--- config.mk ---
export PLATFORM = sky130hd
export DESIGN_NAME = mvt_merge
export DESIGN_NICKNAME = d
export VERILOG_FILES = /design/src/mvt_pkg.sv /design/src/mvt_merge.sv
export SDC_FILE = /design/constraint.sdc
export NUM_CORES = 1
export LEC_CHECK = 0
export BUFFER_PORTS_ARGS = -buffer_cell sky130_fd_sc_hd__buf_4
export CAP_MARGIN = 20
export CORE_MARGIN = 2
export CORE_UTILIZATION = 40
export DETAILED_ROUTE_END_ITERATION = 7
export PLACE_DENSITY = 0.78
export SETUP_SLACK_MARGIN = 0.5
export SYNTH_ARGS = -nofsm -noshare
export SYNTH_HDL_FRONTEND = slang
export SYNTH_SLANG_ARGS = --single-unit
--- constraint.sdc ---
create_clock -name clk -period 0.9 [get_ports clk]
set_input_delay 0 -clock clk [delete_from_list [all_inputs] [get_ports clk]]
set_output_delay 0 -clock clk [all_outputs]
set_load 0.05 [all_outputs]
--- src/mvt_pkg.sv ---
package mvt_pkg;

  localparam int ELEM_W     = 16;
  localparam int PROD_W     = 2 * ELEM_W;
  localparam int NUM_ELEMS  = 4;
  localparam int ROW_W      = NUM_ELEMS * ELEM_W;
  localparam int CFG_IDX_W  = 3;
  localparam int CFG_DATA_W = ROW_W;

  typedef logic signed [ELEM_W-1:0] elem_t;

  // Configuration register map
  typedef enum logic [CFG_IDX_W-1:0] {
    REG_MODE  = 3'd0,
    REG_ROW_0 = 3'd1,
    REG_ROW_1 = 3'd2,
    REG_ROW_2 = 3'd3,
    REG_ROW_3 = 3'd4
  } cfg_reg_t;

  // Pipeline enables shared by all lanes
  typedef struct packed {
    logic load;   // capture products of a newly accepted item
    logic fold;   // reduce, scale and clamp the captured products
  } lane_ctl_t;

  // What one lane hands to the merging stage
  typedef struct packed {
    elem_t value;
    logic  sat;
  } lane_res_t;

endpackage

--- src/mvt_merge.sv ---
module mvt_merge #(
  parameter int DIM = 4
) (
  input  logic               clk,
  input  logic               rst_n,
  input  logic               fold_done,
  input  mvt_pkg::lane_res_t res      [DIM],
  output logic               out_valid,
  output mvt_pkg::elem_t     out_elem [mvt_pkg::NUM_ELEMS],
  output logic               out_sat
);
  import mvt_pkg::*;

  logic  valid_r;
  elem_t elem_r   [NUM_ELEMS];
  elem_t elem_nxt [NUM_ELEMS];
  logic  sat_r;
  logic  sat_nxt;

  // Drop lanes beyond DIM to zero and gather the clamp flags
  always_comb begin
    sat_nxt = 1'b0;
    for (int i = 0; i < NUM_ELEMS; i++) begin
      elem_nxt[i] = '0;
      if (i < DIM) begin
        elem_nxt[i] = res[i].value;
        sat_nxt     = sat_nxt | res[i].sat;
      end
    end
  end

  always_ff @(posedge clk) begin
    if (!rst_n) begin
      valid_r <= 1'b0;
    end else begin
      valid_r <= fold_done;
    end
  end

  always_ff @(posedge clk) begin
    if (fold_done) begin
      elem_r <= elem_nxt;
      sat_r  <= sat_nxt;
    end
  end

  assign out_valid = valid_r;
  assign out_elem  = elem_r;
  assign out_sat   = sat_r;

endmodule

==> flow_results.org <==
** Worst setup path
- CP bufs+invs :: 1
- The critical path in this run is classified as reg -> out.
- Worst path depth :: 1
- Of all nets on the critical path, the largest fanout is 1.
- STA puts the critical path data arrival time at 0.91 ns.
- End point of the critical path :: out_elem[32]
- STA puts the critical path data required time at 0.90 ns.
- Worst setup EP type :: output pin
- The cell family contributing the most delay on the critical path is flip-flops.
- The critical path goes through buf_6.
- In this design, the stage delay of the slowest critical-path cell is 0.40 ns.
- STA classifies the critical path startpoint as a register.
- Worst path slowest cell :: edfxtp_1
- Source of the critical timing path :: out_elem[32]

** Layout
- With fillers left out, the area of the finished cells amounts to 3632 sq um.
- Layout overhead on the synthesized area :: 82.92%
- Final antenna diode count :: 0
- After the last flow step, the layout net total stands at 290.
- Share of final-layout standard cells stronger than drive strength 1 :: 69.20%
- At the end of the flow the core is filled with cells to 76.39%.
- Most common cell after layout, fill and taps aside :: buf_4
- Final instance count without filler cells :: 291
- The library cells used most frequently in the layout, excluding fill and tap cells, are buf_4, buf_6, edfxtp_1.

** Placement
- Dpl ws :: 0.01095 ns
- Detailed placement ended at an HPWL of 3425 um.
- Number of buffer cells added on primary ports :: 136
- Placer congestion estimate :: 0.7689
- The placed instances occupy a cell area of 3162 sq um.
- In this run, placement finished with an instance count of 275.

** Drt
- For this run, design rule violations remaining after detail routing come to 0.
- The count of nets left with antenna violations once routing finished came out at 0.
- In the final routed layout, each cell accounts on average for 17.50 um.
- Number of optimization iterations in the first detailed-route pass :: 4
- The routed design has 5092 um of wire.
- Total via count in the routed design :: 1,280
- In the routed layout, each cell is associated on average with a via count of 4.399.
- Iteration-0 DRC count of the detailed router :: 44

** CTS
- CTS sink count :: 66
- TritonCTS built the clock tree.
- Maximum count of clock buffers along a single path :: 2
- CTS clock-pin slew for the worst setup and hold paths :: 0.07 ns
- Number of CTS-inserted buffers :: 9
- In this run the clock root is driven by a clkbuf_8.
- H-tree depth reported by CTS :: 3

** STA
- Total negative slack for setup checks :: -0.01484 ns
- Hold Slack :: -0.1529 ns
- Shortest clock period the worst path allows after layout :: 0.9073 ns
- Share of the clock period used by the worst path :: 100.8%
- The final count of pins violating max slew was 0.
- Derived from the worst setup path, the maximum achievable clock frequency is 1102 MHz.
- In this run the tightest slew margin relative to its limit is 86.91%.
- In the post-route analysis, the smallest setup slack over all paths is -0.007284 ns.
- RSZ-0062 raised after global routing :: true
- The hold violation total from the final report came to 66.
- Slew at the pin closest to its max-slew limit :: 0.1963 ns
- Final-report setup violation count :: 4

** Worst hold path
- Worst Hold Class :: in -> reg

** Power
- The analysis attributes to net switching a power of 2.202 mW.
- Power density cells :: 2210 nW/um^2
- Summed over all cells, the static leakage comes to 1.525 nW.
- Cell internal pwr :: 5.827 mW
- The clock network burns 32.1% of the power.
- Net switching is 27.42% of the power.
- Logic pwr share :: 21.1%
- IR analysis of the VDD net gives a maximum drop of 0.001839 V.
- Part of the total power dissipated in sequential elements :: 46.8%
- Total power after layout :: 8.029 mW

** GRT
- Initial antenna violation count :: 0
- Entering global routing, the biggest net connects 21 pins.
- In the global route stage, overall resource usage came out at 19.73%.
- Summed over all layers, the global routing overflow is 0.
- Wire length of the first global-routing pass :: 7417 um
- The number of global-route vias before repair was 1,484.

** Synth
- Ys Warns :: 0
- Dividing the synthesized area by the synthesized cell count gives 29.20 sq um.
- Number of flip-flops and latches in the synthesized netlist :: 66
- Synthesis instantiated 4 different standard cells from the library.
- Synthesized cell area :: 1986 sq um
- Mapped Nets :: 139
- Counting every instance in the synthesized netlist gives 68.
- Sequential-to-total area share from yosys stat :: 99.31%

** Floorplan
- Core Rows :: 25
- In this run the standard cell core region covers 4755 sq um.
- Horizontal extent of the die :: 74.46 um
- Die footprint :: 5544 sq um
- I/O pins :: 137
- In this run the vertical extent of the chip is 74.46 um.
- The initial utilization of the core area, before any placement, comes to 41.76%.

** Outcome
- The checks that failed: hold timing, setup timing.
- The run finished, with violations left.

** Run
- Max capacitance violation total :: 0
## cells in the mapped netlist
| library cell | instances | share of area (%) |
|---|---|---|
| edfxtp_1 | 65 | 98 |
| and2_1 | 1 | 0.32 |
| or4_1 | 1 | 0.38 |
| dfxtp_1 | 1 | 1.0 |
## registers in the layout, summed over array words and instances, names as in the netlist
name	cells
out_elem	64
out_sat	1
out_valid	1
## logic make-up (layout without fill, tap and decap cells)
kind of cell	count (synthesis)	after routing	share of synthesized area [%]
flops	66	66	99.31
simple gates	2	2	0.6935
buf+inv	0	156	0
## per-layer routing
layer  up-vias  wire length, um  GRT usage, %
met5         -                0             0
met4         0               38         8.333
met3         5              683         12.20
met1       608             1525         18.17
met2        87             2846         34.61
li1        580                -             -
## timing repair
item	4_1_cts	5_1_grt
hold endpoints to repair	66	66
setup endpoints to repair	67	67
pin swaps	1	0
setup buffers	0	0
gates resized for setup	69	1
## worst min path at each step
stage | from | endpoint | slack, ns | depth (start not counted)
detailed placement | res[36] | out_elem[33] | 0.18 | 1
CTS | res[2] | out_elem[1] | -0.17 | 1
floorplan | res[1] | out_elem[0] | 0.1 | 0
global placement | res[42] | out_elem[39] | 0.18 | 1
finish | res[59] | out_elem[55] | -0.15 | 1
global route | res[67] | out_elem[63] | -0.18 | 1
## power by group through the flow
stage | Combinational (mW) | Sequential, mW | Clock, mW
finish | 1.69 | 3.76 | 2.58
global route | 1.75 | 3.78 | 2.77
CTS | 1.70 | 3.76 | 2.63
detailed placement | 1.54 | 3.77 | 0
global placement | 1.53 | 3.76 | 0
floorplan | 0.00220 | 4.62 | 0
## area by class of cell
class / instances / area [sq um]
clock buffers: 9 / 123.9
clock inverters: 7 / 83.83
fillers: 284 / 1122
multi-input cells: 2 / 17.52
flip-flops and latches: 66 / 1976
well taps: 67 / 83.83
repair buffers: 140 / 1348
Note: power is estimated with default switching activity, not from simulation.
