<file path="src/mvt_pkg.sv">
package mvt_pkg;

  localparam int ELEM_W     = 16;
  localparam int PROD_W     = 2 * ELEM_W;
  localparam int NUM_ELEMS  = 4;
  localparam int ROW_W      = NUM_ELEMS * ELEM_W;
  localparam int CFG_IDX_W  = 3;
  localparam int CFG_DATA_W = ROW_W;

  typedef logic signed [ELEM_W-1:0] elem_t;

  // Configuration register map
  typedef enum logic [CFG_IDX_W-1:0] {
    REG_MODE  = 3'd0,
    REG_ROW_0 = 3'd1,
    REG_ROW_1 = 3'd2,
    REG_ROW_2 = 3'd3,
    REG_ROW_3 = 3'd4
  } cfg_reg_t;

  // Pipeline enables shared by all lanes
  typedef struct packed {
    logic load;   // capture products of a newly accepted item
    logic fold;   // reduce, scale and clamp the captured products
  } lane_ctl_t;

  // What one lane hands to the merging stage
  typedef struct packed {
    elem_t value;
    logic  sat;
  } lane_res_t;

endpackage

</file>
<file path="src/mvt_lane.sv">
module mvt_lane #(
  parameter int DIM       = 4,
  parameter int FRAC_BITS = 8
) (
  input  logic               clk,
  input  mvt_pkg::lane_ctl_t ctl,
  input  mvt_pkg::elem_t     coef [DIM],
  input  mvt_pkg::elem_t     vec  [DIM],
  output mvt_pkg::lane_res_t res
);
  import mvt_pkg::*;

  localparam int SUM_W = PROD_W + $clog2(DIM);
  localparam logic signed [SUM_W-1:0] SAT_HI = SUM_W'(32767);
  localparam logic signed [SUM_W-1:0] SAT_LO = -SAT_HI - SUM_W'(1);

  logic signed [PROD_W-1:0] prod_r   [DIM];
  logic signed [PROD_W-1:0] prod_nxt [DIM];
  logic signed [SUM_W-1:0]  sum;
  logic signed [SUM_W-1:0]  shifted;
  lane_res_t                res_r;
  lane_res_t                res_nxt;

  always_comb begin
    for (int j = 0; j < DIM; j++) begin
      prod_nxt[j] = PROD_W'(coef[j]) * PROD_W'(vec[j]);
    end
  end

  always_ff @(posedge clk) begin
    if (ctl.load) begin
      prod_r <= prod_nxt;
    end
  end

  // Arithmetic shift gives the floor for negative sums as well
  always_comb begin
    sum = '0;
    for (int j = 0; j < DIM; j++) begin
      sum = sum + SUM_W'(prod_r[j]);
    end
    shifted = sum >>> FRAC_BITS;
    if (shifted > SAT_HI) begin
      res_nxt.value = elem_t'(SAT_HI);
      res_nxt.sat   = 1'b1;
    end else if (shifted < SAT_LO) begin
      res_nxt.value = elem_t'(SAT_LO);
      res_nxt.sat   = 1'b1;
    end else begin
      res_nxt.value = elem_t'(shifted);
      res_nxt.sat   = 1'b0;
    end
  end

  always_ff @(posedge clk) begin
    if (ctl.fold) begin
      res_r <= res_nxt;
    end
  end

  assign res = res_r;

endmodule

</file>
<file path="config.mk">
export PLATFORM = sky130hd
export DESIGN_NAME = mvt_lane
export DESIGN_NICKNAME = d
export VERILOG_FILES = /design/src/mvt_pkg.sv /design/src/mvt_lane.sv
export SDC_FILE = /design/constraint.sdc
export NUM_CORES = 2
export LEC_CHECK = 0
export BUFFER_PORTS_ARGS = -buffer_cell sky130_fd_sc_hd__buf_2
export CORE_MARGIN = 3
export CORE_UTILIZATION = 60
export CTS_CLUSTER_SIZE = 12
export DETAILED_ROUTE_END_ITERATION = 10
export PLACE_DENSITY_LB_ADDON = 0.08
export SLEW_MARGIN = 20
export SYNTH_ARGS = -nofsm -noshare
export SYNTH_HDL_FRONTEND = slang
export SYNTH_SLANG_ARGS = --single-unit
</file>
<file path="constraint.sdc">
create_clock -name clk -period 9.3 [get_ports clk]
set_input_delay 1.86 -clock clk [delete_from_list [all_inputs] [get_ports clk]]
set_output_delay 1.86 -clock clk [all_outputs]
set_load 0.01 [all_outputs]
</file>
==> impl_metrics.env <==
export IMPL_area_growth_pct=4.77
export IMPL_max_clock_path_buffers=2
export IMPL_post_cts_setup_inserts=0
export IMPL_synthMostInstantiatedCell="sky130_fd_sc_hd__inv_1"
export IMPL_maxClockFrequency_mhz=123
export IMPL_post_cts_resize_count=0
export IMPL_drc=0
export IMPL_wire_length_of_the_first_global_routing_pass_mm=179
export IMPL_timing_hold_worst_class="reg -> reg"
export IMPL_die_area_mm2=0.0812
export IMPL_synth_enable_flop_cells=145
export IMPL_synth_main_ff_cell="sky130_fd_sc_hd__edfxtp_1"
export IMPL_ys_warn_count=0
export IMPL_clkLatencyLatePin_ns=0.44
export IMPL_synth_seq_area_share=0.0933
export IMPL_ys_ff_latch=145
export IMPL_detail_route_wirelength_mm=106
export IMPL_r2r_start="prod_r[1]"
export IMPL_rows=101
export IMPL_result_of_the_run="finished, final reports clean"
export IMPL_dp_final_hpwl_mm=88.8
export IMPL_worst_setup_end_kind="register"
export IMPL_grt_start_max_net_pins=79
export IMPL_post_synthesis_cell_area_mm2=0.0467
export IMPL_nets=6472
export IMPL_syn_avg_cell_area_um2=9.66
export IMPL_critPathRequiredTime_ns=9.49
export IMPL_synth_top_area_frac=0.477
export IMPL_dr_total_vias=32000
export IMPL_drc_violation_total_after_the_first_tritonroute_iteration=1708
export IMPL_worstSetupStartpointType="input pin"
export IMPL_globalplace_congestion=0.925
export IMPL_worst_setup_path_type="in -> reg"
export IMPL_final_cell_count_no_fill=5912
export IMPL_timing_clock_skew_ns=0.00852
export IMPL_die_height_um=285
export IMPL_unrepaired_setup_endpoints_after_global_routing="no"
export IMPL_crit_fanout=16
export IMPL_share_of_final_layout_standard_cells_stronger_than_drive_strength_1=0.0451
export IMPL_netlist_top_cells_area="sky130_fd_sc_hd__fa_1, sky130_fd_sc_hd__inv_1, sky130_fd_sc_hd__ha_1, sky130_fd_sc_hd__edfxtp_1, sky130_fd_sc_hd__and2_1"
export IMPL_io_buffer_count=147
export IMPL_worst_slew_pin_transition_ns=1.17
export IMPL_clk_root_buffer_cell="sky130_fd_sc_hd__clkbuf_16"
export IMPL_final_antenna_net_count=0
export IMPL_wire_length_per_cell_um=18.0
export IMPL_cts_tree="built"
export IMPL_synthTopCellsByCount="sky130_fd_sc_hd__inv_1, sky130_fd_sc_hd__fa_1, sky130_fd_sc_hd__nand2_1"
export IMPL_synthesized_instance_count=4832
export IMPL_drt_pass1_iter_count=5
export IMPL_inserted_clock_buffers=17
export IMPL_antenna_found_initial=1
export IMPL_core_region_area_mm2=0.0765
export IMPL_ctsHtreeMaxLevel=4
export IMPL_first_element_of_the_critical_path="coef[56]"
export IMPL_initial_core_util=0.611
export IMPL_post_route_minimum_period_ns=8.12
export IMPL_synth_top_area_cell="sky130_fd_sc_hd__fa_1"
export IMPL_cts_hold_fix_buffers=0
export IMPL_post_syn_nets=6434
export IMPL_clk_slew_on_worst_s_h_paths_ns=0.06
export IMPL_postSynth_asyncResetShare=0
export IMPL_setup_total_negative_slack_ns=0
export IMPL_final_period_utilization=0.874
export IMPL_report_final_setup_viol=0
export IMPL_clock_sink_count=145
export IMPL_final_max_slew_violation_count=0
export IMPL_first_global_vias=34800
export IMPL_drt_vias_per_instance=5.41
export IMPL_hold_viol_final=0
export IMPL_arrival_time_reported_for_the_critical_path_endpoint_ns=8.32
export IMPL_relSlewSlack=0.209
export IMPL_grt_overflow_total=0
export IMPL_gr_usage_all_layers=0.279
export IMPL_boundaryPins=148
export IMPL_reported_max_cap_violation_count=0
export IMPL_dp_cells=5881
export IMPL_floorplan_die_width_um=285
export IMPL_min_delay_start="prod_r[95]"
export IMPL_synth_cell_type_count=72
==> cell usage in the layout, fill, tap and decap left out, types with 71 or more instances in the layout <==
cell / instances
sky130_fd_sc_hd__inv_1: 1276
sky130_fd_sc_hd__edfxtp_1: 145
sky130_fd_sc_hd__xnor2_1: 120
sky130_fd_sc_hd__nand2_1: 514
sky130_fd_sc_hd__ha_1: 359
sky130_fd_sc_hd__nor2_1: 100
sky130_fd_sc_hd__buf_2: 146
sky130_fd_sc_hd__and2_1: 499
sky130_fd_sc_hd__a21oi_1: 93
sky130_fd_sc_hd__o21ai_0: 71
sky130_fd_sc_hd__fa_1: 1112
==> cells by family (layout without fill, tap and decap cells) <==
kind of cell | count (synthesis) | in the layout | share of synthesized area
multiplexers | 2 | 2 | 0.000429
other | 0 | 1 | 0
XOR/XNOR | 156 | 156 | 0.0293
AND/OR/NAND/NOR | 1292 | 1292 | 0.140
flip-flops | 145 | 145 | 0.0933
adder cells (fa/ha/maj) | 1471 | 1471 | 0.573
buffers and inverters | 1407 | 1456 | 0.113
AO/OA/AOI/OAI | 359 | 359 | 0.0502
==> critical path: stages <==
cell	delay [ns]
sky130_fd_sc_hd__buf_2	0.21
sky130_fd_sc_hd__and2_1	0.22
sky130_fd_sc_hd__fa_1	0.53
sky130_fd_sc_hd__inv_1	0.05
sky130_fd_sc_hd__fa_1	0.46
sky130_fd_sc_hd__fa_1	0.52
sky130_fd_sc_hd__inv_1	0.06
sky130_fd_sc_hd__fa_1	0.49
sky130_fd_sc_hd__fa_1	0.51
sky130_fd_sc_hd__inv_1	0.05
sky130_fd_sc_hd__fa_1	0.47
sky130_fd_sc_hd__inv_1	0.04
sky130_fd_sc_hd__ha_1	0.34
sky130_fd_sc_hd__o21a_1	0.20
sky130_fd_sc_hd__o21ai_0	0.21
sky130_fd_sc_hd__o21ai_0	0.21
sky130_fd_sc_hd__a211oi_1	0.39
sky130_fd_sc_hd__o21ai_0	0.26
sky130_fd_sc_hd__a311o_1	0.46
sky130_fd_sc_hd__a31o_2	0.26
sky130_fd_sc_hd__a31o_2	0.23
sky130_fd_sc_hd__a21oi_1	0.18
sky130_fd_sc_hd__xnor2_1	0.10
==> registers in the layout, summed over array words and instances, names as in the netlist <==
| name | cells |
|---|---|
| res | 17 |
| prod_r | 128 |
==> final timing paths <==
kind                               endpoint  slack [ns]  cells past startpoint
worst min register to register      res[16]        1.18                      4
worst min-delay path                res[16]        1.18                      4
worst max-delay path            prod_r[126]        1.18                     23
worst max register to register       res[6]        3.37                     15
==> through the flow <==
step | area [µm²] | hold WS (ns) | util | setup WS [ns]
5_1_grt | 48900 | 1.29 | 0.640 | 0.856
3_5_place_dp | 48200 | 1.18 | 0.631 | 0.801
2_1_floorplan | 46700 | 0.976 | - | 1.40
3_3_place_gp | 48200 | 1.19 | 0.631 | 0.937
4_1_cts | 48900 | 1.21 | 0.640 | 1.24
6_report | 48900 | 1.18 | 0.640 | 1.18
==> routing by layer <==
layer | vias up | part of all wire | global-route usage
li1 | 14300 | - | -
met1 | 16700 | 0.41 | 0.376
met2 | 777 | 0.52 | 0.490
met3 | 182 | 0.047 | 0.0258
met4 | 0 | 0.028 | 0.0725
met5 | - | 0 | 0
==> final cells by class <==
cell class | instances | area (µm²)
clock inverters | 12 | 254
flip-flops and latches | 145 | 4350
diodes | 1 | 2.50
multi-input cells | 3280 | 37000
fillers | 6540 | 27500
repair buffers | 150 | 761
inverters | 1276 | 4790
well taps | 1030 | 1290
clock buffers | 18 | 429
Power is left out: the tool's default activity adds up to more than one toggle a clock period on the data nets, which glitch-free logic cannot reach.
